### src/rtl/core/mls_pkg.sv
// ============================================================================
// mls_pkg
// Shared constants, types and helpers of the MAC learning switch.
// ============================================================================
package mls_pkg;

    // Switch geometry
    localparam int NUM_PORTS    = 5;
    localparam int MAC_BITS     = 16;
    localparam int TABLE_DEPTH  = 1 << MAC_BITS;

    // Fixed field widths
    localparam int PORT_W       = 3;    // ingress port field
    localparam int ENTRY_PORT_W = 4;    // port stored in a table entry
    localparam int MASK_W       = 5;    // egress mask and port_connected
    localparam int MAC_W        = 16;   // MAC fields on the stream

    localparam logic [MASK_W-1:0]   CFG_RESET = 5'd31;
    localparam logic [MAC_BITS-1:0] BCAST_MAC = {MAC_BITS{1'b1}};

    // Result of one table lookup, after forwarding.
    typedef struct packed {
        logic                    hit;
        logic [ENTRY_PORT_W-1:0] port;
    } lookup_t;

    // Bits of the mask that belong to a port that exists.
    function automatic logic [MASK_W-1:0] port_mask();
        logic [MASK_W-1:0] m;
        m = '0;
        for (int p = 0; p < MASK_W; p++)
        begin
            m[p] = (p < NUM_PORTS);
        end
        return m;
    endfunction

endpackage

### src/rtl/core/mls_decide.sv
// ============================================================================
// mls_decide
// Forwarding decision: flood or unicast mask from the lookup result.
// ============================================================================
module mls_decide (
    input  logic                              accepted,
    input  logic [mls_pkg::PORT_W-1:0]        ingress_port,
    input  logic                              same_mac,
    input  logic                              dest_bcast,
    input  mls_pkg::lookup_t                  lookup,
    input  logic [mls_pkg::MASK_W-1:0]        connected,
    output logic [mls_pkg::MASK_W-1:0]        egress_mask,
    output logic                              flooded
);

    mls_pkg::lookup_t                 entry;
    logic [mls_pkg::MASK_W-1:0]       ingress_bit;
    logic [mls_pkg::MASK_W-1:0]       learned_bit;

    // When source and destination match, the entry just learned applies.
    always_comb
    begin
        if (same_mac)
        begin
            entry.hit  = 1'b1;
            entry.port = {1'b0, ingress_port};
        end
        else
        begin
            entry = lookup;
        end
    end

    always_comb
    begin
        for (int p = 0; p < mls_pkg::MASK_W; p++)
        begin
            ingress_bit[p] = (ingress_port == mls_pkg::PORT_W'(p));
            learned_bit[p] = (entry.port == mls_pkg::ENTRY_PORT_W'(p)) && (p < mls_pkg::NUM_PORTS);
        end
    end

    always_comb
    begin
        egress_mask = '0;
        flooded     = 1'b0;
        if (accepted)
        begin
            if (dest_bcast || !entry.hit)
            begin
                flooded     = 1'b1;
                egress_mask = connected & ~ingress_bit;
            end
            else
            begin
                egress_mask = connected & learned_bit;
            end
        end
    end

endmodule

### config.mk
export PLATFORM = sky130hd
export DESIGN_NAME = mls_decide
export DESIGN_NICKNAME = d
export VERILOG_FILES = /design/src/rtl/core/mls_pkg.sv /design/src/rtl/core/mls_decide.sv
export SDC_FILE = /design/constraint.sdc
export NUM_CORES = 1
export LEC_CHECK = 0
export BUFFER_PORTS_ARGS = -buffer_cell sky130_fd_sc_hd__buf_2
export CAP_MARGIN = 20
export CELL_PAD_IN_SITES_DETAIL_PLACEMENT = 2
export CELL_PAD_IN_SITES_GLOBAL_PLACEMENT = 2
export CORE_AREA = 4 4 41 43
export DETAILED_ROUTE_END_ITERATION = 12
export DIE_AREA = 0 0 45 47
export MAX_ROUTING_LAYER = met4
export PLACE_DENSITY_LB_ADDON = 0.1
export SYNTH_ARGS = -nofsm -noshare
export SYNTH_HDL_FRONTEND = slang
export SYNTH_SLANG_ARGS = --single-unit
### constraint.sdc
create_clock -name vclk -period 1.35
set_input_delay 0.135 -clock vclk [all_inputs]
set_output_delay 0.135 -clock vclk [all_outputs]
set_load 0.03 [all_outputs]
# [Yosys cells after proc, flatten, opt, wreduce, memory -nomap -nowiden]
# Cells that the tools add are included.
[word_totals] regBits=0 latch_bits=0 mem_bits_rw=0 rom_bits=0 memories=0
[op_classes] n_addsub=0 multipliers=0 div_mod_pow=0 magnitude_cmp=0 n_eq_ne=8 shift=0 n_mux=5 bitwise=3 reduce_logical=4
[op_table] operator="5-bit 2-to-1 mux" n=3
[op_table] operator="5-bit AND" n=2
[op_table] operator="4-bit by 2-bit == test with 1-bit output (second input constant)" n=2
[op_table] operator="3-bit by 2-bit == test with 1-bit output (second input constant)" n=2
[op_table] operator="5-bit inverter" n=1
[op_table] operator="4-bit by 1-bit == test with 1-bit output (second input constant)" n=1
[op_table] operator="4-bit by 3-bit == test with 1-bit output (second input constant)" n=1
[op_table] operator="4-bit zero test" n=1
[op_table] operator="3-bit by 1-bit == test with 1-bit output (second input constant)" n=1
[op_table] operator="3-bit == test (second input constant)" n=1
[op_table] operator="3-bit zero test" n=1
[op_table] operator="1-bit 2-to-1 mux" n=2
[op_table] operator="1-bit zero test" n=1
[op_table] operator="1-bit logical OR" n=1

# [Longest topological paths before layout]
# Gate-level depths: netlist of the first run.
[depth] word_depth=5 depth_mapped=4

# [Worst setup path after synthesis of the first run]
# OpenSTA, ideal clock, no wires.
[synth_timing] path_kind="input to output" start="input same_mac" end="output egress_mask[3] in the netlist's numbering" arrival_time_ns=1.330 required_ns=1.215 path_slack_ns=-0.115 stages=4 n_path_buf=1 cell_sequence="buf_4 > nor3b_2 > o221ai_1 > o21ai_0"
[synth_via] elab_chain_len=5 word_cells_on_any_way=7
[synth_rtl] item="start, declared" line_no="mls_decide.sv:8" source="input logic same_mac,"
[synth_rtl] item="5-bit 2-to-1 mux (*)" line_no="mls_decide.sv:23" source="if (same_mac)"
[synth_rtl] item="4-bit by 2-bit == test with 1-bit output or 1-bit zero test (tied branches)" line_no="mls_decide.sv:39, mls_decide.sv:49"
[synth_rtl] item="5-bit AND or 1-bit logical OR (tied branches)" line_no="mls_decide.sv:56, mls_decide.sv:49"
[synth_rtl] item="5-bit 2-to-1 mux (*)" line_no="mls_decide.sv:49" source="if (dest_bcast || !entry.hit)"
[synth_rtl] item="5-bit 2-to-1 mux (*)" line_no="mls_decide.sv:47" source="if (accepted)"
[synth_rtl] item="end, declared" line_no="mls_decide.sv:12" source="output logic [mls_pkg::MASK_W-1:0] egress_mask,"
# Mark *: on every way between the ends. The rest lies on a longest branch, timed or not.

# [Final worst setup path of the first run]
[layout_timing] start="input same_mac" end="output egress_mask[0] in the netlist's numbering"
[layout_via] elab_chain_len=5 word_cells_on_any_way=7
[layout_rtl] item="5-bit 2-to-1 mux (*)" line_no="mls_decide.sv:23"
[layout_rtl] item="4-bit zero test or 1-bit zero test (tied branches)" line_no="mls_decide.sv:39, mls_decide.sv:49"
[layout_rtl] item="5-bit AND or 1-bit logical OR (tied branches)" line_no="mls_decide.sv:56, mls_decide.sv:49"
[layout_rtl] item="5-bit 2-to-1 mux (*)" line_no="mls_decide.sv:49"
[layout_rtl] item="5-bit 2-to-1 mux (*)" line_no="mls_decide.sv:47"
# Marks and branches as above.

==> impl_metrics.tcl, run 1 <==
set metrics [dict create \
    status "finished, final reports clean" \
    yosysWarningCount 0 \
    hold_path_class "input pin to primary output" \
    muxShareOfSynthArea_pct 8.21 \
    place.gp.congestion 0.757 \
    vias 384 \
    synth-simple-area-share_pct 56.0 \
    dp_hpwl_um 946 \
    synth_top_family_by_area "simple AND/OR/NAND/NOR gates" \
    slowest_stage "mux2i_1" \
    cts_setup_buffers 0 \
    synth-xor-area-share_pct 0 \
    drtAntennaViolNets 0 \
    syn_to_final_growth_pct 47.3 \
    drt_wl_total_mm 1.13 \
    dp_slack_ns 0.0672 \
    via_per_inst 5.33 \
    io_pins 22 \
    grt_max_degree 12 \
    setup_slack_ns 0.0929 \
    syn-num-nets 53 \
    die_w_um 45 \
    peakVddDrop_mv 0.101 \
    multiInputGateArea_um2 246 \
    netlist_area_um2 259 \
    regArea_um2 0 \
    utilization_pct 29.3 \
    grt_pass1_wl_mm 1.75 \
    dpl_cell_area_um2 377 \
    worst-setup-path-type "input pin to primary output" \
    design.seq.count 0 \
    nets 75 \
    max_freq_ghz 0.795 \
    die_h_um 47 \
    timing.critical_path.mode_cell "buf_2" \
    grt_remaining_overflow 0 \
    start_util_pct 19.9 \
    rows 13 \
    drtPass1Iterations 2 \
    coreArea_um2 1300 \
    synth_compound_area_share_pct 30.0 \
    slew_viol_final 0 \
    cts_hold_buffers 0 \
    n_antenna_cell 0 \
    grt_pass1_vias 381 \
    antenna_found_initial 0 \
    grt_use_total_pct 11.1 \
    crit_path_max_fanout 11 \
    critPathArrivalTime_ns 1.12 \
    drt-initial-drc-count 5 \
    worst_pin_slew_ns 0.337 \
    netlist_instances 37 \
    max-cap-violations 0 \
    worstPathRequired_ns 1.22 \
    finalHoldViolCount 0 \
    start_kind "input pin" \
    dieArea_um2 2120 \
    post-route-period-util_pct 93.1 \
    synth_cell_types 26 \
    ys_seq_area_share_pct 0 \
    clkbuf_count 0 \
    p_per_area_nw_per_um2 325 \
    fill_cells 173 \
    leakagePower_nw 0.179 \
    numPortBuffers 22 \
    wl_per_cell_um 15.6 \
    rsz0062_at_grt "false" \
    relSlewSlack_pct 77.5 \
    setup_tns_ns 0 \
    synth_area_per_cell_um2 7.00 \
    setup_violations 0 \
    synth_adder_area_share_pct 0 \
    drive_above_1_share_pct 49.1 \
    fin_area_um2 382 \
    critPathCaptureType "primary output" \
    critical-path-max-stage-delay_ns 0.32 \
    drc 0 \
    crit_path_cell_trace "buf_2 > mux2i_1 > nand3_1 > o21ai_1 > buf_2" \
    post-route-min-period_ns 1.26 \
]
## through the flow
| step | hold WS, ns | power, mW | instances |
|---|---|---|---|
| after floorplan | 0.485 | 0.0714 | 37 |
| after global placement | 0.640 | 0.118 | 72 |
| after detailed placement | 0.646 | 0.124 | 72 |
| after CTS | 0.645 | 0.124 | 72 |
| after global routing | 0.650 | 0.135 | 72 |
| final | 0.644 | 0.124 | 72 |
## routing by layer
layer  up-vias  routed length (um)  global-route usage (%)
met1       178                 480                    13.9
li1        188                   -                       -
met2        18                 538                    20.6
met4         0                   0                       0
met5         -                   0                       -
met3         0                 106                   0.766
## logic make-up (layout without fill, tap and decap cells)
group | count (synthesis) | count (layout)
mux | 2 | 2
simple gates | 22 | 22
buf+inv | 3 | 23
compound gates | 10 | 10
## worst paths after layout
path                      from  cells after the start             end  slack, ns
setup / recovery      same_mac                      5  egress_mask[0]       0.09
hold / removal    connected[4]                      3  egress_mask[4]       0.64
## power by group
group          total, mW  switching (mW)  internal (mW)
Sequential             0               0              0
Combinational      0.124          0.0735         0.0504
Clock                  0               0              0
Total              0.124          0.0735         0.0504
## worst max-delay path: cells and delay by family
kind / cells / cell delay (ns)
compound gates: 1 / 0.14
buf+inv: 2 / 0.42
mux: 1 / 0.32
simple gates: 1 / 0.11
## synthesized netlist by cell type
| cell | count | area [um2] |
|---|---|---|
| o21bai_1 | 1 | 7.51 |
| nand3_1 | 5 | 25.0 |
| inv_1 | 1 | 3.75 |
| and2_1 | 2 | 12.5 |
| o21ai_0 | 1 | 5.00 |
| or3b_2 | 1 | 8.76 |
| nor2_1 | 1 | 3.75 |
| mux2i_1 | 1 | 10.0 |
| mux2_2 | 1 | 11.3 |
| nand3b_1 | 1 | 7.51 |
| o2111a_1 | 1 | 11.3 |
| nor3b_1 | 2 | 15.0 |
| nand2_1 | 1 | 3.75 |
| nor3b_2 | 1 | 12.5 |
| nor2b_1 | 1 | 6.26 |
| o211a_1 | 1 | 10.0 |
| buf_1 | 1 | 3.75 |
| o2111ai_1 | 1 | 8.76 |
| o221ai_1 | 1 | 8.76 |
| and3b_1 | 1 | 8.76 |
| or3b_1 | 1 | 8.76 |
| o21bai_2 | 1 | 11.3 |
| o21ai_1 | 3 | 15.0 |
| or3_2 | 1 | 7.51 |
| buf_4 | 1 | 7.51 |
| nand4_1 | 4 | 25.0 |
## layout by cell type, fill, tap and decap left out
master	instances
o21ai_1	4
nor2_1	1
mux2_2	1
clkbuf_4	1
o21bai_1	1
inv_1	1
nand3_1	5
nand3b_1	1
or3_2	1
or3b_1	1
and3b_1	1
or3b_2	1
o221ai_1	1
nand2_1	1
o211a_1	1
nand4_1	4
nor2b_2	1
nor3b_1	2
and2_1	2
mux2i_1	1
o2111a_1	1
o21bai_2	1
buf_2	21
nor3b_2	1
o2111ai_1	1
## final cells by class
class / count / area share (%)
Multi-Input combinational cell: 34 / 64.6
Timing Repair Buffer: 22 / 29.5
Tap cell: 15 / 4.92
Inverter: 1 / 0.984
## timing repair
action	CTS	global route
endpoints found under the setup margin	0	1
endpoints found under the hold margin	0	0
resized for setup	0	2
Power figures use the tool's default switching activity.
==> inputs of run 2 (changes only) <==
--- a/config.mk
+++ b/config.mk
@@ -13,7 +13,7 @@
 export DETAILED_ROUTE_END_ITERATION = 12
 export DIE_AREA = 0 0 45 47
 export MAX_ROUTING_LAYER = met4
-export PLACE_DENSITY_LB_ADDON = 0.1
+export PLACE_DENSITY = 0.87
 export SYNTH_ARGS = -nofsm -noshare
 export SYNTH_HDL_FRONTEND = slang
 export SYNTH_SLANG_ARGS = --single-unit
==> run 2 against run 1 <==
Against the previous run:
- via count is 1.0% lower
- hold slack hardly changed
- non-clock buffer count stayed put
- fmax is 1.6% higher
- count of clock-buffer cells in the layout stayed put
- final cell count stayed put
- power is 0.46% lower
==> impl_metrics.tcl, run 2 (synthesis gave the netlist of run 1 again) <==
set metrics [dict create \
    numPortBuffers 22 \
    slew_viol_final 0 \
    vias 380 \
    die_h_um 47 \
    die_w_um 45 \
    fill_cells 175 \
    critPathCaptureType "primary output" \
    layout_commonest_cell "buf_2" \
    post-route-min-period_ns 1.24 \
    finalHoldViolCount 0 \
    dp_slack_ns 0.0949 \
    worst_pin_slew_ns 0.328 \
    post-route-period-util_pct 91.6 \
    clkbuf_count 0 \
    coreArea_um2 1300 \
    rows 13 \
    worst-setup-path-type "input pin to primary output" \
    via_per_inst 5.28 \
    grt_use_total_pct 10.2 \
    setup_violations 0 \
    leakagePower_nw 0.179 \
    cts.repair.resized 0 \
    antenna_found_initial 0 \
    syn_to_final_growth_pct 48.3 \
    drtPass1Iterations 4 \
    start_kind "input pin" \
    crit_path_max_fanout 11 \
    wl_per_cell_um 14.2 \
    relSlewSlack_pct 78.1 \
    max-cap-violations 0 \
    utilization_pct 29.5 \
    grt_pass1_wl_mm 1.66 \
    drt-initial-drc-count 4 \
    drtAntennaViolNets 0 \
    drc 0 \
    n_antenna_cell 0 \
    nets 75 \
    critPathArrivalTime_ns 1.10 \
    grt_pass1_vias 383 \
    drive_above_1_share_pct 47.4 \
    hold_path_class "input pin to primary output" \
    io_pins 22 \
    place.gp.congestion 0.692 \
    mostFrequentLayoutCells "19 x buf_2, 5 x nand3_1, 4 x nand4_1, 4 x o21ai_1, 3 x clkbuf_4" \
    rsz0062_at_grt "false" \
    grt_max_degree 12 \
    holdPathEnd "egress_mask[4]" \
    dieArea_um2 2120 \
    peakVddDrop_mv 0.0771 \
    setup_tns_ns 0 \
    max_freq_ghz 0.809 \
    setup_slack_ns 0.113 \
    multiInputGateArea_um2 244 \
    design.seq.count 0 \
    min_path_cells 3 \
    hp-start "connected[4]" \
    p_per_area_nw_per_um2 321 \
    status "finished, final reports clean" \
    start_util_pct 19.9 \
    regArea_um2 0 \
    cts_hold_buffers 0 \
    grt_remaining_overflow 0 \
    worstPathRequired_ns 1.22 \
    drt_wl_total_mm 1.03 \
    cts_setup_buffers 0 \
]
==> run 2: worst max-delay path, stage by stage <==
cell and delay [ns]:
clkbuf_4 0.17, and3b_1 0.19, o211a_1 0.22, o2111a_1 0.22, buf_2 0.17
==> run 2: worst max-delay path by stage <==
stage,slack (ns),start,endpoint
3_3_place_gp,0.12,same_mac,egress_mask[1]
3_5_place_dp,0.09,same_mac,egress_mask[0]
5_1_grt,0.03,same_mac,egress_mask[1]
6_report,0.11,same_mac,egress_mask[4]
4_1_cts,0.09,same_mac,egress_mask[0]
2_1_floorplan,0.11,same_mac,egress_mask[2]
==> run 2: where the power goes <==
group | switching [mW] | total [mW] | internal [mW]
clock | 0 | 0 | 0
sequential | 0 | 0 | 0
combinational | 0.0719 | 0.123 | 0.0514
==> run 2: area by class of cell <==
| class | count | area share [%] |
|---|---|---|
| Inverter | 1 | 0.977 |
| Multi-Input combinational cell | 34 | 63.5 |
| Tap cell | 15 | 4.89 |
| Timing Repair Buffer | 22 | 30.6 |
==> run 2: routing by layer <==
| metal | track usage (%) | wire [um] | up-vias | part of all wire, % |
|---|---|---|---|---|
| met2 | 18.9 | 507 | 13 | 49 |
| met3 | 0 | 71 | 0 | 6.9 |
| li1 | - | - | 189 | - |
| met5 | - | 0 | - | 0 |
| met1 | 13.3 | 447 | 178 | 44 |
| met4 | 0 | 0 | 0 | 0 |
==> run 2: stage by stage <==
stage                     hold WS, ns  instances  total power, mW  area [um2]
final                           0.644         72            0.123         384
after global routing            0.666         72            0.135         384
after CTS                       0.648         72            0.122         377
after detailed placement        0.646         72            0.122         377
after global placement          0.642         72            0.118         377
after floorplan                 0.485         37           0.0714         259
